$ cat src/rtl/cna_pkg.sv
// Shared constants and the item record carried along the complex ALU pipeline.
`timescale 1ns / 1ps
package cna_pkg;

    localparam logic [2:0] OP_ADD  = 3'd0;
    localparam logic [2:0] OP_SUB  = 3'd1;
    localparam logic [2:0] OP_MUL  = 3'd2;
    localparam logic [2:0] OP_DIV  = 3'd3;
    localparam logic [2:0] OP_CONJ = 3'd4;

    localparam int unsigned QBITS   = 32;
    localparam int unsigned DEN_W   = 64;
    localparam int unsigned REM_W   = 96;
    localparam int unsigned NCELLS  = QBITS;

    typedef struct packed {
        logic              is_div;
        logic              dz;
        logic              neg_re;
        logic              neg_im;
        logic              sat_re;
        logic              sat_im;
        logic [DEN_W-1:0]  den;
        logic [REM_W-1:0]  rem_re;
        logic [REM_W-1:0]  rem_im;
        logic [QBITS-1:0]  q_re;
        logic [QBITS-1:0]  q_im;
        logic [31:0]       res_re;
        logic [31:0]       res_im;
        logic              ovf;
    } cna_item_t;

endpackage

$ cat src/rtl/cna_div_cell.sv
// One restoring-division cell: decides one quotient bit for both parts.
`timescale 1ns / 1ps
module cna_div_cell (
    input  logic               clk,
    input  logic               rst_n,
    input  logic               up_valid,
    output logic               up_ready,
    input  cna_pkg::cna_item_t up_item,
    output logic               dn_valid,
    input  logic               dn_ready,
    output cna_pkg::cna_item_t dn_item
);

    logic               v_reg;
    cna_pkg::cna_item_t item_reg, item_next;
    logic [cna_pkg::REM_W-1:0] dd, r_re, r_im;
    logic ge_re, ge_im;

    assign up_ready = !v_reg || dn_ready;

    always_comb
    begin
        dd        = {1'b0, up_item.den, 31'b0};
        ge_re     = up_item.rem_re >= dd;
        ge_im     = up_item.rem_im >= dd;
        r_re      = ge_re ? up_item.rem_re - dd : up_item.rem_re;
        r_im      = ge_im ? up_item.rem_im - dd : up_item.rem_im;
        item_next        = up_item;
        item_next.rem_re = {r_re[cna_pkg::REM_W-2:0], 1'b0};
        item_next.rem_im = {r_im[cna_pkg::REM_W-2:0], 1'b0};
        item_next.q_re   = {up_item.q_re[cna_pkg::QBITS-2:0], ge_re};
        item_next.q_im   = {up_item.q_im[cna_pkg::QBITS-2:0], ge_im};
    end

    always_ff @(posedge clk or negedge rst_n)
    begin
        if (!rst_n)
            v_reg <= 1'b0;
        else if (up_ready)
            v_reg <= up_valid;
    end

    always_ff @(posedge clk)
    begin
        if (up_ready && up_valid)
            item_reg <= item_next;
    end

    assign dn_valid = v_reg;
    assign dn_item  = item_reg;

endmodule

$ cat config.mk
export PLATFORM = sky130hd
export DESIGN_NAME = cna_div_cell
export DESIGN_NICKNAME = d
export VERILOG_FILES = /design/src/rtl/cna_pkg.sv /design/src/rtl/cna_div_cell.sv
export SDC_FILE = /design/constraint.sdc
export NUM_CORES = 1
export LEC_CHECK = 0
export BUFFER_PORTS_ARGS = -buffer_cell sky130_fd_sc_hd__buf_2
export CORE_AREA = 2 2 307 309
export CTS_BUF_LIST = sky130_fd_sc_hd__clkbuf_4 sky130_fd_sc_hd__clkbuf_8 sky130_fd_sc_hd__clkbuf_16
export DETAILED_ROUTE_END_ITERATION = 10
export DIE_AREA = 0 0 309 311
export SLEW_MARGIN = 20
export SYNTH_ARGS = -nofsm -noshare
export SYNTH_HDL_FRONTEND = slang
export SYNTH_SLANG_ARGS = --single-unit
$ cat constraint.sdc
create_clock -name clk -period 11.75 [get_ports clk]
set_input_delay 1.7625 -clock clk [delete_from_list [all_inputs] [get_ports clk]]
set_output_delay 1.7625 -clock clk [all_outputs]
set_load 0.01 [all_outputs]
==> reports/summary.txt <==
Status -> finished clean
Yosys warning count -> 0
Clock buffer depth -> 3
Post-synthesis simple-gate area fraction -> 12.13%
CTS tree -> done
Crit path required time -> 12140 ps
Pleak -> 11.96 nW
Gpl congestion -> 0.9130
Non-Filler Instances -> 4086
Final setup vio count -> 0
Reg-to-reg endpoint -> dn_item[104]
Main synth FF type -> edfxtp_1
DR iter-0 viols -> 1569
Final antenna-violating net count -> 0
Remaining Overflow, GRT -> 0
Worst VDD drop -> 100.9 uV
Pre-CTS setup slack -> 5497 ps
CP Capture Type -> flop
Hold Crit Class -> flop to flop
Rel. slew slack -> 26.75%
Clock latency on the worst-skew pair -> 640 ps
Worst R2R Setup Slack -> 8790 ps
Final Util -> 30.93%
Num CTS Buffers -> 48
Most common cell in the netlist -> edfxtp_1
Synth Area in XOR/XNOR -> 4.383%
Final HPWL DP -> 83.52 mm
Setup_tns -> 0 ps
Die height -> 311 um
Hold path depth -> 2
Die Span X -> 309 um
Hold Crit Start -> dn_valid
Worst Slack Setup Final -> 6198 ps
Adder-cell share of the synthesized area -> 7.536%
Via/cell ratio -> 4.793
Post-layout min period -> 5552 ps
Post-synthesis average cell area -> 10.78 um2
Clk Tree Root Cell -> clkbuf_16
Largest family of logic cells by synthesized area -> compound AO/OA/AOI/OAI gates
Starting Density -> 23.48%
Top cell type's share of synthesized area -> 53.62%
Fin crit share -> 47.26%
Post-synthesis mux area share -> 0.6031%
Post-synthesis compound-gate area fraction -> 17.81%
Reg2Reg Depth -> 4
Max Fanout on Critical Path -> 75
Max Cap Viol -> 0
Share of cells above drive strength 1 -> 32.13%
Fmax -> 180.1 MHz
Total track usage -> 19.77%
Final hold vios -> 0
PostCTS Resize Cnt -> 0
Initial antenna violation count -> 55
Largest net degree at the start of global routing -> 170
CP startpoint kind -> input port
Vias in the first global route -> 18910
DRC violations left -> 0
Synth Cell Area -> 21780 um2
Post-synth EDFFs -> 389
Fraction of the yosys area taken by sequential cells -> 53.74%
WP data arrival -> 5940 ps
Core Area -> 92770 um2
Fillcell total -> 9731
Post-synth top cells -> edfxtp_1 (389), a21oi_1 (266), nor2_1 (189)
Clk slew on worst S/H paths -> 60 ps
RSZ-0062 raised after global routing -> no
Max Transition Viols Final -> 0
CTS sink count -> 390
Ys async rst share -> 0.2564%
Placed cell count -> 3985
Boundary Pins -> 788
Vias -> 19580
H-tree lvl count -> 2
Synth top area cells -> edfxtp_1 (54%), ha_1 (7.4%), a21oi_1 (6.1%)
Area Overhead vs Synth -> 31.71%
Yosys cell types -> 87
WL per Instance -> 24.41 um
Clock Skew -> 23.09 ps
Num rows -> 112
Post-CTS setup buffer count -> 0
Synthesized flop and latch total -> 390
Total Die Area -> 96100 um2
Cell taking the most area after synthesis -> edfxtp_1
Nets -> 3306
Global-route wire length before repair -> 135.8 mm
RR Startpoint -> dn_valid
CP Class -> input port to flop
Post-Synthesis Cells -> 2021
DRT Pass-1 Iters -> 6
Hold Path Sink -> dn_valid
IO Port Bufs -> 783
Power density cells -> 150.0 nW/um2
Measured slew at the worst slew-check pin -> 1099 ps
# hold bufs at CTS -> 0
DRT Wirelength -> 99.75 mm
-- report_power, final --
group          switching [mW]  internal (mW)  leakage (nW)
logic                   0.622          0.343          7.43
clock network           0.666          0.965         0.828
registers              0.0314           1.68          3.71
-- cells in the final DEF, fill, tap and decap left out, drive strengths merged, types with 12 or more instances in the layout --
cell type / count
buf: 791
edfxtp: 389
a21oi: 269
nor2: 189
nand2: 148
ha: 128
o21ai: 126
inv: 112
xor2: 57
xnor2: 52
clkbuf: 52
a21o: 46
nor3: 46
nand4: 43
nand3: 33
o21bai: 28
o211ai: 23
o21a: 21
clkinv: 21
and3: 20
a31oi: 18
a211oi: 16
nand2b: 15
nor4: 14
diode: 12
-- how the worst max path moves through the flow --
stage                  from           end  slack (ps)  depth (start not counted)
2_1_floorplan      dn_ready    dn_item[0]         150                          2
3_3_place_gp   up_item[345]  dn_item[165]        5520                         12
3_5_place_dp   up_item[345]  dn_item[165]        5500                         12
4_1_cts        up_item[345]  dn_item[168]        6120                         12
5_1_grt        up_item[345]  dn_item[164]        5940                         12
6_report       up_item[345]  dn_item[168]        6200                         12
-- state kept, by name, summed over array words and instances, names as in the netlist --
register,cells
dn_item,389
dn_valid,1
-- final cells by class --
class | count | area, um2 | share of cell area (%)
repair buffers | 791 | 3991 | 13.91
clock buffers | 52 | 1231 | 4.291
diodes | 12 | 30.03 | 0.1047
inverters | 109 | 409.1 | 1.426
clock inverters | 37 | 488.0 | 1.701
well taps | 1254 | 1569 | 5.469
flip-flops and latches | 390 | 11710 | 40.80
multi-input cells | 1441 | 9266 | 32.30
-- critical path, cell delays in order --
cell,delay (ps)
buf_2,110
inv_1,140
ha_1,560
nor4b_1,320
nand4_1,180
nor4_1,410
a41oi_1,320
a31o_1,350
o21ai_4,140
buf_4,440
buf_4,670
mux2_1,390
-- layer usage --
| metal | up-vias | track usage, % | share of wire (%) |
|---|---|---|---|
| li1 | 9113 | - | - |
| met2 | 868 | 33.56 | 48 |
| met5 | - | 0 | 0.25 |
| met4 | 38 | 5.792 | 3.0 |
| met1 | 9365 | 23.94 | 40 |
| met3 | 200 | 5.994 | 8.9 |
-- metrics by stage --
stage / power (mW) / instance area [um2] / hold WS, ps
final: 4.303 / 28690 / 530.3
after global placement: 2.692 / 26940 / 508.5
after global routing: 4.489 / 28680 / 576.1
after floorplan: 2.323 / 21790 / 622.1
after CTS: 4.358 / 28660 / 539.1
after detailed placement: 2.696 / 26940 / 520.2
-- cells by family (layout without fill, tap and decap cells) --
group	after synthesis	after routing
AOI/OAI and AO/OA	625	625
xor gates and xnor gates	109	109
DFF	390	390
muxes	12	12
buffers and inverters	191	989
adders and majority gates	130	130
and+or+nand+nor	563	563
other	1	14
No activity file was read; power rests on OpenSTA's default activity.
