[src/rtl/cna_pkg.sv]
// Shared constants and the item record carried along the complex ALU pipeline.
`timescale 1ns / 1ps
package cna_pkg;

    localparam logic [2:0] OP_ADD  = 3'd0;
    localparam logic [2:0] OP_SUB  = 3'd1;
    localparam logic [2:0] OP_MUL  = 3'd2;
    localparam logic [2:0] OP_DIV  = 3'd3;
    localparam logic [2:0] OP_CONJ = 3'd4;

    localparam int unsigned QBITS   = 32;
    localparam int unsigned DEN_W   = 64;
    localparam int unsigned REM_W   = 96;
    localparam int unsigned NCELLS  = QBITS;

    typedef struct packed {
        logic              is_div;
        logic              dz;
        logic              neg_re;
        logic              neg_im;
        logic              sat_re;
        logic              sat_im;
        logic [DEN_W-1:0]  den;
        logic [REM_W-1:0]  rem_re;
        logic [REM_W-1:0]  rem_im;
        logic [QBITS-1:0]  q_re;
        logic [QBITS-1:0]  q_im;
        logic [31:0]       res_re;
        logic [31:0]       res_im;
        logic              ovf;
    } cna_item_t;

endpackage

[src/rtl/cna_back.sv]
// Output stage: sign and saturate the quotient, pick the result, hold it.
`timescale 1ns / 1ps
module cna_back (
    input  logic               clk,
    input  logic               rst_n,
    input  logic               up_valid,
    output logic               up_ready,
    input  cna_pkg::cna_item_t up_item,
    output logic               out_valid,
    input  logic               out_ready,
    output logic [31:0]        res_re,
    output logic [31:0]        res_im,
    output logic               overflow,
    output logic               div_zero
);

    typedef struct packed {
        logic [31:0] val;
        logic        ovf;
    } part_t;

    function automatic part_t qsat(input logic neg, input logic sat, input logic [31:0] q);
        part_t r;
        r.ovf = 1'b0;
        r.val = neg ? -q : q;
        if (neg && (sat || q > 32'h8000_0000))
        begin
            r.val = 32'h8000_0000;
            r.ovf = 1'b1;
        end
        else if (!neg && (sat || q > 32'h7FFF_FFFF))
        begin
            r.val = 32'h7FFF_FFFF;
            r.ovf = 1'b1;
        end
        return r;
    endfunction

    logic  v_reg, ovf_reg, dz_reg;
    logic [31:0] re_reg, im_reg;
    part_t pre, pim;
    logic [31:0] re_next, im_next;
    logic ovf_next, dz_next;

    assign up_ready = !v_reg || out_ready;

    always_comb
    begin
        pre      = qsat(up_item.neg_re, up_item.sat_re, up_item.q_re);
        pim      = qsat(up_item.neg_im, up_item.sat_im, up_item.q_im);
        re_next  = up_item.res_re;
        im_next  = up_item.res_im;
        ovf_next = up_item.ovf;
        dz_next  = 1'b0;
        if (up_item.is_div && up_item.dz)
        begin
            re_next  = '0;
            im_next  = '0;
            ovf_next = 1'b0;
            dz_next  = 1'b1;
        end
        else if (up_item.is_div)
        begin
            re_next  = pre.val;
            im_next  = pim.val;
            ovf_next = pre.ovf | pim.ovf;
        end
    end

    always_ff @(posedge clk or negedge rst_n)
    begin
        if (!rst_n)
            v_reg <= 1'b0;
        else if (up_ready)
            v_reg <= up_valid;
    end

    always_ff @(posedge clk)
    begin
        if (up_ready && up_valid)
        begin
            re_reg  <= re_next;
            im_reg  <= im_next;
            ovf_reg <= ovf_next;
            dz_reg  <= dz_next;
        end
    end

    assign out_valid = v_reg;
    assign res_re    = re_reg;
    assign res_im    = im_reg;
    assign overflow  = ovf_reg;
    assign div_zero  = dz_reg;

endmodule

[config.mk]
export PLATFORM = sky130hd
export DESIGN_NAME = cna_back
export DESIGN_NICKNAME = d
export VERILOG_FILES = /design/src/rtl/cna_pkg.sv /design/src/rtl/cna_back.sv
export SDC_FILE = /design/constraint.sdc
export NUM_CORES = 1
export LEC_CHECK = 0
export ABC_CLOCK_PERIOD_IN_PS = 3400
export BUFFER_PORTS_ARGS = -buffer_cell sky130_fd_sc_hd__buf_2
export CAP_MARGIN = 40
export CORE_AREA = 2 2 181 183
export CTS_CLUSTER_DIAMETER = 200
export CTS_CLUSTER_SIZE = 12
export DETAILED_ROUTE_END_ITERATION = 8
export DIE_AREA = 0 0 183 185
export PLACE_DENSITY = 0.47
export SYNTH_ARGS = -nofsm -noshare
export SYNTH_HDL_FRONTEND = slang
export SYNTH_SLANG_ARGS = --single-unit
export TNS_END_PERCENT = 20
[constraint.sdc]
create_clock -name clk -period 3.4 [get_ports clk]
set_input_delay 0.85 -clock clk [delete_from_list [all_inputs] [get_ports clk]]
set_output_delay 0.85 -clock clk [all_outputs]
set_load 0.03 [all_outputs]
==> qor.csv, run 1 <==
stage,metric,value,unit
yosys,Mapped Area,4780,µm²
routing,WL per Instance,19.7,µm
status,status,finished clean,
routing,initial drt markers,281,
clocking,maximum clock path buffer count,2,
worst_hold_path,worst min path class,primary input to asynchronous set/reset pin,
yosys,Cell variety after synth,62,
routing,Post-route DRC,0,
timing,Worst Slack Setup Final,0.469,ns
yosys,Mapped Nets,906,
placed_design,IO Port Bufs,206,
yosys,Yosys top cell by area,edfxtp_1,
clocking,cts hold-fix bufs,0,
clocking,Clock Pin Slew Worst Setup and Hold Paths,0.06,ns
clocking,post-cts resize count,0,
clocking,total CTS buffers,9,
finish,layout cell share with drive strength beyond 1,38.7,%
global_route,gr usage total,13.3,%
critical_path,WP data arrival,3.09,ns
routing,drt via density,4.54,
clocking,Skew-Pair Late Insertion Delay,0.35,ns
clocking,Setup Buffers After CTS,0,
floorplan,# rows,66,
critical_path,CP Launch Type,primary input,
yosys,"Top FF cell, synth",edfxtp_1,
power_and_ir_drop,Pleak,2.56,nW
clocking,clk sink count,67,
floorplan,core footprint,32000,µm²
global_route,largest net degree at the start of global routing,51,
timing,Tightest Pin Transition,0.679,ns
floorplan,Ports,463,
routing,DRT Pass-1 Iters,5,
critical_path,Worst EP required,3.56,ns
placed_design,DP HPWL,18.2,mm
timing,# setup viols final,0,
global_route,first-pass GRT wire length,32.5,mm
finish,Filler Cell Count,3612,
floorplan,area of the die,33900,µm²
clocking,H-tree levels,3,
routing,routed wire length,22.6,mm
yosys,number of enable flip-flop cells after synthesis,66,
flow_run,Max Cap Violations,0,
clocking,clk root buf,clkbuf_16,
finish,Layout Cells excl Fill,1144,
timing,RSZ-0062 raised after global routing,false,
yosys,syn avg cell area,9.39,µm²
yosys,ys async rst share,1.49,%
timing,Final Skew,0.00596,ns
placed_design,Placed Cells,1120,
critical_path,CP Max Fanout,10,
timing,fmax,0.341,GHz
timing,relative max-transition margin,54.7,%
timing,endpoints failing hold,0,
timing,max-slew violation count,0,
finish,Area Overhead vs Synth,40.4,%
floorplan,Die Y,185,µm
yosys,number of synthesized register bits,67,
routing,vias after detailed routing,5197,
critical_path,Setup CP Type,primary input to flop,
power_and_ir_drop,Cell Pwr Density,366,nW/µm²
floorplan,initial core utilization,14.9,%
clocking,CTS tree,done,
global_route,GRT overflow,0,
critical_path,CP Capture Type,flop,
routing,post-route ant nets,0,
yosys,register area share after synthesis,42.0,%
timing,Tcrit/Tclk final,86.2,%
global_route,vias in the first global route,5025,
yosys,largest cells by area after synthesis,"edfxtp_1 (41%), o2bb2ai_1 (7.1%), mux2_2 (3.5%)",
floorplan,Die X,183,µm
yosys,Synth top area share,41.5,%
timing,TNS Setup,0,ns
power_and_ir_drop,Peak VDD IR,0.000219,V
placed_design,GPL Wtd Cong,0.840,
yosys,Synth warnings,0,
global_route,initial antenna violation count,24,
placed_design,Setup WS pre-CTS,0.119,ns
yosys,Cells after Synth,509,
timing,crit path time final,2.93,ns
finish,final-stage net count,1120,
[report_power, final]
part | switching [mW] | internal (mW) | total, mW
Clock | 0.376 | 0.483 | 0.859
Combinational | 0.386 | 0.213 | 0.600
Sequential | 0.0133 | 0.980 | 0.993
Total | 0.776 | 1.68 | 2.45
[metrics by stage]
step	utilization (%)	hold slack, ns	instance area [µm²]	power (mW)
finish	20.9	0.258	6710	2.45
global placement	20.0	0.522	6420	1.61
global route	20.9	0.248	6690	2.58
floorplan	-	0.554	4780	1.34
detailed placement	20.1	0.538	6430	1.62
CTS	20.9	0.243	6690	2.50
[area by class of cell]
class                   count  area (µm²)  share of cell area, %
clock buffers              11         233                   3.47
flip-flops and latches     67        2010                   29.9
well taps                 408         510                   7.61
clock inverters             4        18.8                  0.280
repair buffers            237        1280                   19.1
inverters                  28         105                   1.57
diodes                      9        22.5                  0.336
multi-input cells         380        2530                   37.7
[registers in the layout, summed over array words and instances, names as in the netlist]
register / flops
div_zero: 1
overflow: 1
res_re: 32
out_valid: 1
res_im: 32
[worst paths after layout]
kind	startpoint	to	slack, ns	cells past startpoint
hold / removal	rst_n	out_valid$_DFFE_PN0N_	0.26	1
setup / recovery	up_item[65]	res_im[16]$_SDFFCE_PP0P_	0.47	9
setup reg to reg	out_valid$_DFFE_PN0N_	res_im[11]$_SDFFCE_PP0P_	1.83	3
max in group asynchronous	rst_n	out_valid$_DFFE_PN0N_	3.06	1
hold reg to reg	out_valid$_DFFE_PN0N_	out_valid$_DFFE_PN0N_	0.55	2
min in group clk	out_valid$_DFFE_PN0N_	out_valid$_DFFE_PN0N_	0.55	2
[cells in the mapped netlist, types with 3 or more instances]
cell and instances:
nand3_1 12, mux2i_1 4, nor3b_1 5, a21oi_1 23, edfxtp_1 66, a31o_2 3
o21ai_0 28, nand2_1 29, o31a_1 4, nor2b_1 6, a311oi_1 4, nor4_1 7
o31ai_1 4, clkbuf_1 29, nand4b_1 3, inv_1 28, a31oi_1 11, and3_1 6
nor3_1 24, mux2_2 15, and4_1 3, nand2b_1 8, or3_1 10, o41ai_1 9
o311ai_0 5, nand4_1 10, o22ai_1 8, a211oi_1 4, nor4_2 4, o32ai_1 12
o2bb2ai_1 39, and2_1 3, nor2_1 44
[worst max-delay path: stages]
cell,delay [ns]
buf_2,0.12
inv_1,0.05
ha_1,0.19
nor3b_1,0.32
nand4_1,0.21
o32ai_1,0.38
nand2_1,0.37
buf_4,0.30
o32ai_1,0.29
[per-layer routing]
layer	vias up	share of wire, %	global-route usage (%)
met4	24	1.4	3.10
met5	-	0.69	0
met1	2425	41	15.4
li1	2473	-	-
met2	232	43	20.1
met3	43	14	8.89
[cell families (layout without fill, tap and decap cells)]
logic type / after synthesis / count (layout) / synth area share, %
and+or+nand+nor: 185 / 185 / 21.2
AOI/OAI and AO/OA: 174 / 174 / 26.9
DFF: 67 / 67 / 42.0
buffers and inverters: 62 / 280 / 5.08
muxes: 19 / 19 / 4.37
adders and majority gates: 2 / 2 / 0.524
other: 0 / 9 / 0
[placed cells by master (no fill, tap or decap), types with 10 or more instances in the layout]
| cell type | instances |
|---|---|
| buf_2 | 206 |
| edfxtp_1 | 66 |
| nor2_1 | 44 |
| o2bb2ai_1 | 39 |
| nand2_1 | 29 |
| buf_4 | 29 |
| o21ai_0 | 28 |
| inv_1 | 27 |
| nor3_1 | 24 |
| a21oi_1 | 23 |
| mux2_2 | 15 |
| nand3_1 | 12 |
| o32ai_1 | 12 |
| a31oi_1 | 11 |
| or3_1 | 10 |
| nand4_1 | 10 |
Power figures use the tool's default switching activity.
==> run 2, diff against run 1 <==
--- a/config.mk
+++ b/config.mk
@@ -5,7 +5,7 @@
 export SDC_FILE = /design/constraint.sdc
 export NUM_CORES = 1
 export LEC_CHECK = 0
-export ABC_CLOCK_PERIOD_IN_PS = 3400
+export ABC_CLOCK_PERIOD_IN_PS = 3250
 export BUFFER_PORTS_ARGS = -buffer_cell sky130_fd_sc_hd__buf_2
 export CAP_MARGIN = 40
 export CORE_AREA = 2 2 181 183
==> constraint.sdc (replaced) <==
create_clock -name clk -period 3.25 [get_ports clk]
set_input_delay 0.8125 -clock clk [delete_from_list [all_inputs] [get_ports clk]]
set_output_delay 0.8125 -clock clk [all_outputs]
set_load 0.03 [all_outputs]
==> qor.csv, run 2 (same netlist as run 1, synthesis figures left out) <==
stage,metric,value,unit
critical_path,"critical path, cell by cell",buf_2 -> inv_1 -> ha_1 -> nor3b_1 -> nand4_1 -> o32ai_1 -> nand2_1 -> buf_4 -> o32ai_1,
flow_run,Max Cap Violations,0,
clocking,Setup Buffers After CTS,0,
finish,"commonest non-fill, non-tap cell in the layout",buf_2,
clocking,CTS tree,done,
floorplan,core footprint,32000,µm²
critical_path,CP Launch Type,primary input,
finish,final-stage net count,1126,
global_route,vias in the first global route,5042,
worst_hold_path,worst min path class,primary input to asynchronous set/reset pin,
routing,post-route ant nets,0,
placed_design,IO Port Bufs,206,
timing,# setup viols final,0,
timing,crit path time final,2.85,ns
floorplan,area of the die,33900,µm²
critical_path,Worst R2R Path Depth,3,
routing,Post-route DRC,0,
clocking,total CTS buffers,9,
routing,WL per Instance,19.8,µm
critical_path,CP Buf/Inv Count,3,
critical_path,"Max stage delay cell, worst path",o32ai_1,
clocking,post-cts resize count,0,
floorplan,Die X,183,µm
routing,vias after detailed routing,5266,
critical_path,FF-to-FF Start,out_valid$_DFFE_PN0N_,
global_route,largest net degree at the start of global routing,51,
clocking,Skew-Pair Late Insertion Delay,0.36,ns
floorplan,Ports,463,
clocking,maximum clock path buffer count,2,
global_route,first-pass GRT wire length,32.5,mm
clocking,clk sink count,67,
clocking,H-tree levels,3,
routing,routed wire length,22.9,mm
timing,Tcrit/Tclk final,87.8,%
clocking,clk root buf,clkbuf_16,
global_route,gr usage total,13.3,%
timing,relative max-transition margin,55.5,%
floorplan,# rows,66,
placed_design,GPL Wtd Cong,0.845,
global_route,GRT overflow,0,
timing,Fin Hold WS,0.223,ns
critical_path,CP max stage delay,0.50,ns
floorplan,initial core utilization,14.9,%
floorplan,Die Y,185,µm
placed_design,DP HPWL,18.4,mm
timing,TNS Setup,0,ns
routing,DRT Pass-1 Iters,5,
finish,Area Overhead vs Synth,41.7,%
routing,initial drt markers,410,
power_and_ir_drop,Pleak,2.60,nW
timing,Final Skew,0.00941,ns
finish,layout cell share with drive strength beyond 1,39.0,%
timing,endpoints failing hold,0,
routing,drt via density,4.56,
power_and_ir_drop,Cell Pwr Density,384,nW/µm²
timing,RSZ-0062 raised after global routing,false,
timing,fmax,0.350,GHz
critical_path,CP Capture Type,flop,
critical_path,Worst EP required,3.41,ns
critical_path,WP data arrival,3.02,ns
global_route,initial antenna violation count,19,
timing,max-slew violation count,0,
finish,most frequent cells in the layout,"buf_2 (206), edfxtp_1 (66), nor2_1 (44), o2bb2ai_1 (39), buf_4 (35)",
critical_path,CP Max Fanout,16,
critical_path,Setup CP Type,primary input to flop,
critical_path,family with the most delay on the worst path,compound AO/OA/AOI/OAI gates,
power_and_ir_drop,Peak VDD IR,0.000248,V
critical_path,cell mode on critical path,o32ai_1,
clocking,Clock Pin Slew Worst Setup and Hold Paths,0.06,ns
clocking,cts hold-fix bufs,0,
status,status,finished clean,
finish,Filler Cell Count,3602,
critical_path,"setup slack, reg-to-reg",1.64,ns
timing,Tightest Pin Transition,0.667,ns
critical_path,RR Endpoint,res_im[4]$_SDFFCE_PP0P_,
run 2: cell type report:
| cell class | instances | area [µm²] | area share, % |
|---|---|---|---|
| multi-input combinational | 380 | 2530 | 37.4 |
| antenna | 12 | 30.0 | 0.443 |
| timing repair buffer | 243 | 1330 | 19.7 |
| sequential | 67 | 2010 | 29.6 |
| inverter | 28 | 105 | 1.55 |
| tap | 408 | 510 | 7.54 |
| clock inverter | 4 | 17.5 | 0.259 |
| clock buffer | 12 | 236 | 3.49 |
run 2: metal layers:
| layer | up-vias | wire length (µm) | global-route usage [%] |
|---|---|---|---|
| li1 | 2495 | - | - |
| met1 | 2494 | 9540 | 16.0 |
| met2 | 235 | 10000 | 20.5 |
| met3 | 28 | 2960 | 7.22 |
| met4 | 14 | 273 | 3.49 |
| met5 | - | 96 | 0 |
run 2: worst max-delay path by stage:
stage | endpoint | cells past startpoint | slack, ns | from
4_1_cts | res_re[21]$_SDFFCE_PP0P_ | 6 | 0.36 | up_item[120]
2_1_floorplan | div_zero$_DFFE_PP_ | 2 | 0.07 | out_ready
3_5_place_dp | res_re[21]$_SDFFCE_PP0P_ | 6 | 0.02 | up_item[120]
6_report | res_im[28]$_SDFFCE_PP0P_ | 9 | 0.40 | up_item[65]
3_3_place_gp | res_re[20]$_SDFFCE_PP0P_ | 7 | 0.02 | up_item[120]
5_1_grt | res_im[28]$_SDFFCE_PP0P_ | 9 | 0.28 | up_item[65]
run 2: per-stage QoR:
step / util [%] / power, mW / area, µm² / setup slack (ns) / cells
2_1_floorplan: - / 1.41 / 4780 / 0.0718 / 509
4_1_cts: 21.0 / 2.64 / 6740 / 0.362 / 1142
6_report: 21.1 / 2.60 / 6770 / 0.397 / 1154
3_3_place_gp: 20.2 / 1.69 / 6490 / 0.0232 / 1126
5_1_grt: 21.0 / 2.72 / 6740 / 0.277 / 1142
3_5_place_dp: 20.2 / 1.70 / 6490 / 0.0241 / 1126
run 2: power breakdown:
part / leakage [nW] / internal [mW] / switching (mW) / total [mW]
combinational: 1.82 / 0.229 / 0.410 / 0.640
clock: 0.125 / 0.510 / 0.409 / 0.919
sequential: 0.654 / 1.02 / 0.0135 / 1.04
==> run 3, diff against run 2 <==
--- a/config.mk
+++ b/config.mk
@@ -9,6 +9,7 @@
 export BUFFER_PORTS_ARGS = -buffer_cell sky130_fd_sc_hd__buf_2
 export CAP_MARGIN = 40
 export CORE_AREA = 2 2 181 183
+export CTS_BUF_LIST = sky130_fd_sc_hd__clkbuf_16
 export CTS_CLUSTER_DIAMETER = 200
 export CTS_CLUSTER_SIZE = 12
 export DETAILED_ROUTE_END_ITERATION = 8
==> qor.csv, run 3 (same netlist as run 1, synthesis figures left out) <==
stage,metric,value,unit
routing,Post-route DRC,0,
finish,final core utilization,21.1,%
finish,"commonest non-fill, non-tap cell in the layout",buf_2,
clocking,Skew-Pair Late Insertion Delay,0.36,ns
floorplan,Die Y,185,µm
timing,endpoints failing hold,0,
critical_path,family with the most delay on the worst path,compound AO/OA/AOI/OAI gates,
floorplan,initial core utilization,14.9,%
floorplan,area of the die,33900,µm²
finish,most frequent cells in the layout,"buf_2 (206), edfxtp_1 (66), nor2_1 (44), o2bb2ai_1 (39), buf_4 (35)",
timing,TNS Setup,0,ns
clocking,total CTS buffers,9,
critical_path,CP max stage delay,0.51,ns
routing,DRT Pass-1 Iters,5,
clocking,Clock Pin Slew Worst Setup and Hold Paths,0.06,ns
critical_path,"Max stage delay cell, worst path",o32ai_1,
placed_design,Placement Cell Area,6490,µm²
routing,post-route ant nets,0,
routing,drt via density,4.54,
global_route,largest net degree at the start of global routing,51,
timing,Tightest Pin Transition,0.666,ns
global_route,GRT overflow,0,
clocking,clk sink count,67,
critical_path,CP Max Fanout,16,
routing,initial drt markers,411,
critical_path,WP data arrival,3.01,ns
clocking,H-tree levels,3,
global_route,initial antenna violation count,19,
floorplan,Die X,183,µm
critical_path,Setup CP Type,primary input to flop,
critical_path,FF-to-FF Start,out_valid$_DFFE_PN0N_,
clocking,CTS tree,done,
power_and_ir_drop,Cell Pwr Density,382,nW/µm²
timing,Fin Hold WS,0.224,ns
critical_path,CP Capture Type,flop,
global_route,vias in the first global route,5042,
clocking,cts hold-fix bufs,0,
floorplan,core footprint,32000,µm²
status,status,finished clean,
worst_hold_path,worst min path class,primary input to asynchronous set/reset pin,
clocking,post-cts resize count,0,
flow_run,Max Cap Violations,0,
placed_design,GPL Wtd Cong,0.845,
timing,crit path time final,2.84,ns
critical_path,Worst R2R Path Depth,3,
critical_path,CP Buf/Inv Count,3,
timing,Final Skew,0.00930,ns
clocking,clk root buf,clkbuf_16,
critical_path,RR Endpoint,res_im[11]$_SDFFCE_PP0P_,
routing,WL per Instance,19.8,µm
power_and_ir_drop,Peak VDD IR,0.000248,V
placed_design,DP HPWL,18.4,mm
clocking,maximum clock path buffer count,2,
finish,layout cell share with drive strength beyond 1,39.0,%
critical_path,crit path from,up_item[65],
timing,# setup viols final,0,
critical_path,cell mode on critical path,o32ai_1,
floorplan,Ports,463,
critical_path,"setup slack, reg-to-reg",1.64,ns
global_route,first-pass GRT wire length,32.5,mm
routing,routed wire length,22.9,mm
timing,fmax,0.352,GHz
critical_path,end of the critical path,res_im[28]$_SDFFCE_PP0P_,
finish,final-stage net count,1126,
routing,vias after detailed routing,5238,
power_and_ir_drop,Pleak,2.61,nW
critical_path,critical path depth in cells,9,
finish,Filler Cell Count,3602,
placed_design,IO Port Bufs,206,
finish,post-route cell area,6770,µm²
timing,relative max-transition margin,55.6,%
global_route,gr usage total,13.3,%
floorplan,# rows,66,
critical_path,CP Launch Type,primary input,
timing,RSZ-0062 raised after global routing,false,
timing,Tcrit/Tclk final,87.5,%
critical_path,Worst EP required,3.41,ns
clocking,Setup Buffers After CTS,0,
timing,max-slew violation count,0,
finish,Area Overhead vs Synth,41.8,%
critical_path,"critical path, cell by cell",buf_2 -> inv_1 -> ha_1 -> nor3b_1 -> nand4_1 -> o32ai_1 -> nand2_1 -> buf_4 -> o32ai_1,
==> run 3: worst register-to-register path, delay by kind of cell, from the launching register on <==
family | cells | cell delay (ns)
AND/OR/NAND/NOR | 2 | 0.59
buffers and inverters | 1 | 0.31
flip-flops | 1 | 0.38
==> run 3: how the worst min path moves through the flow <==
stage / endpoint / slack (ns) / depth (start not counted)
after floorplan: out_valid$_DFFE_PN0N_ / 0.52 / 0
after global placement: out_valid$_DFFE_PN0N_ / 0.52 / 2
after detailed placement: out_valid$_DFFE_PN0N_ / 0.55 / 2
after CTS: out_valid$_DFFE_PN0N_ / 0.21 / 1
after global routing: out_valid$_DFFE_PN0N_ / 0.21 / 1
final: out_valid$_DFFE_PN0N_ / 0.22 / 1
==> run 3: metal layers <==
metal  share of wire [%]  GRT usage, %
met5                0.42             0
met4                 1.2          3.49
met3                  13          7.22
met2                  44          20.5
met1                  41          16.0
==> run 3: area by class of cell <==
cell class | instances | area [µm²] | area share, %
multi-input cells | 380 | 2530 | 37.4
flip-flops and latches | 67 | 2010 | 29.6
repair buffers | 243 | 1330 | 19.7
well taps | 408 | 510 | 7.54
clock buffers | 9 | 225 | 3.32
inverters | 28 | 105 | 1.55
diodes | 13 | 32.5 | 0.480
clock inverters | 7 | 28.8 | 0.425
==> run 3: per-stage QoR <==
| stage | cells | total power [mW] | worst slack, ns |
|---|---|---|---|
| CTS | 1142 | 2.63 | 0.362 |
| global route | 1142 | 2.71 | 0.277 |
| floorplan | 509 | 1.41 | 0.0718 |
| detailed placement | 1126 | 1.70 | 0.0241 |
| global placement | 1126 | 1.69 | 0.0232 |
| finish | 1155 | 2.59 | 0.405 |
==> run 3: power breakdown <==
part           switching [mW]  internal, mW
sequential             0.0135          1.02
combinational           0.410         0.229
clock                   0.409         0.500
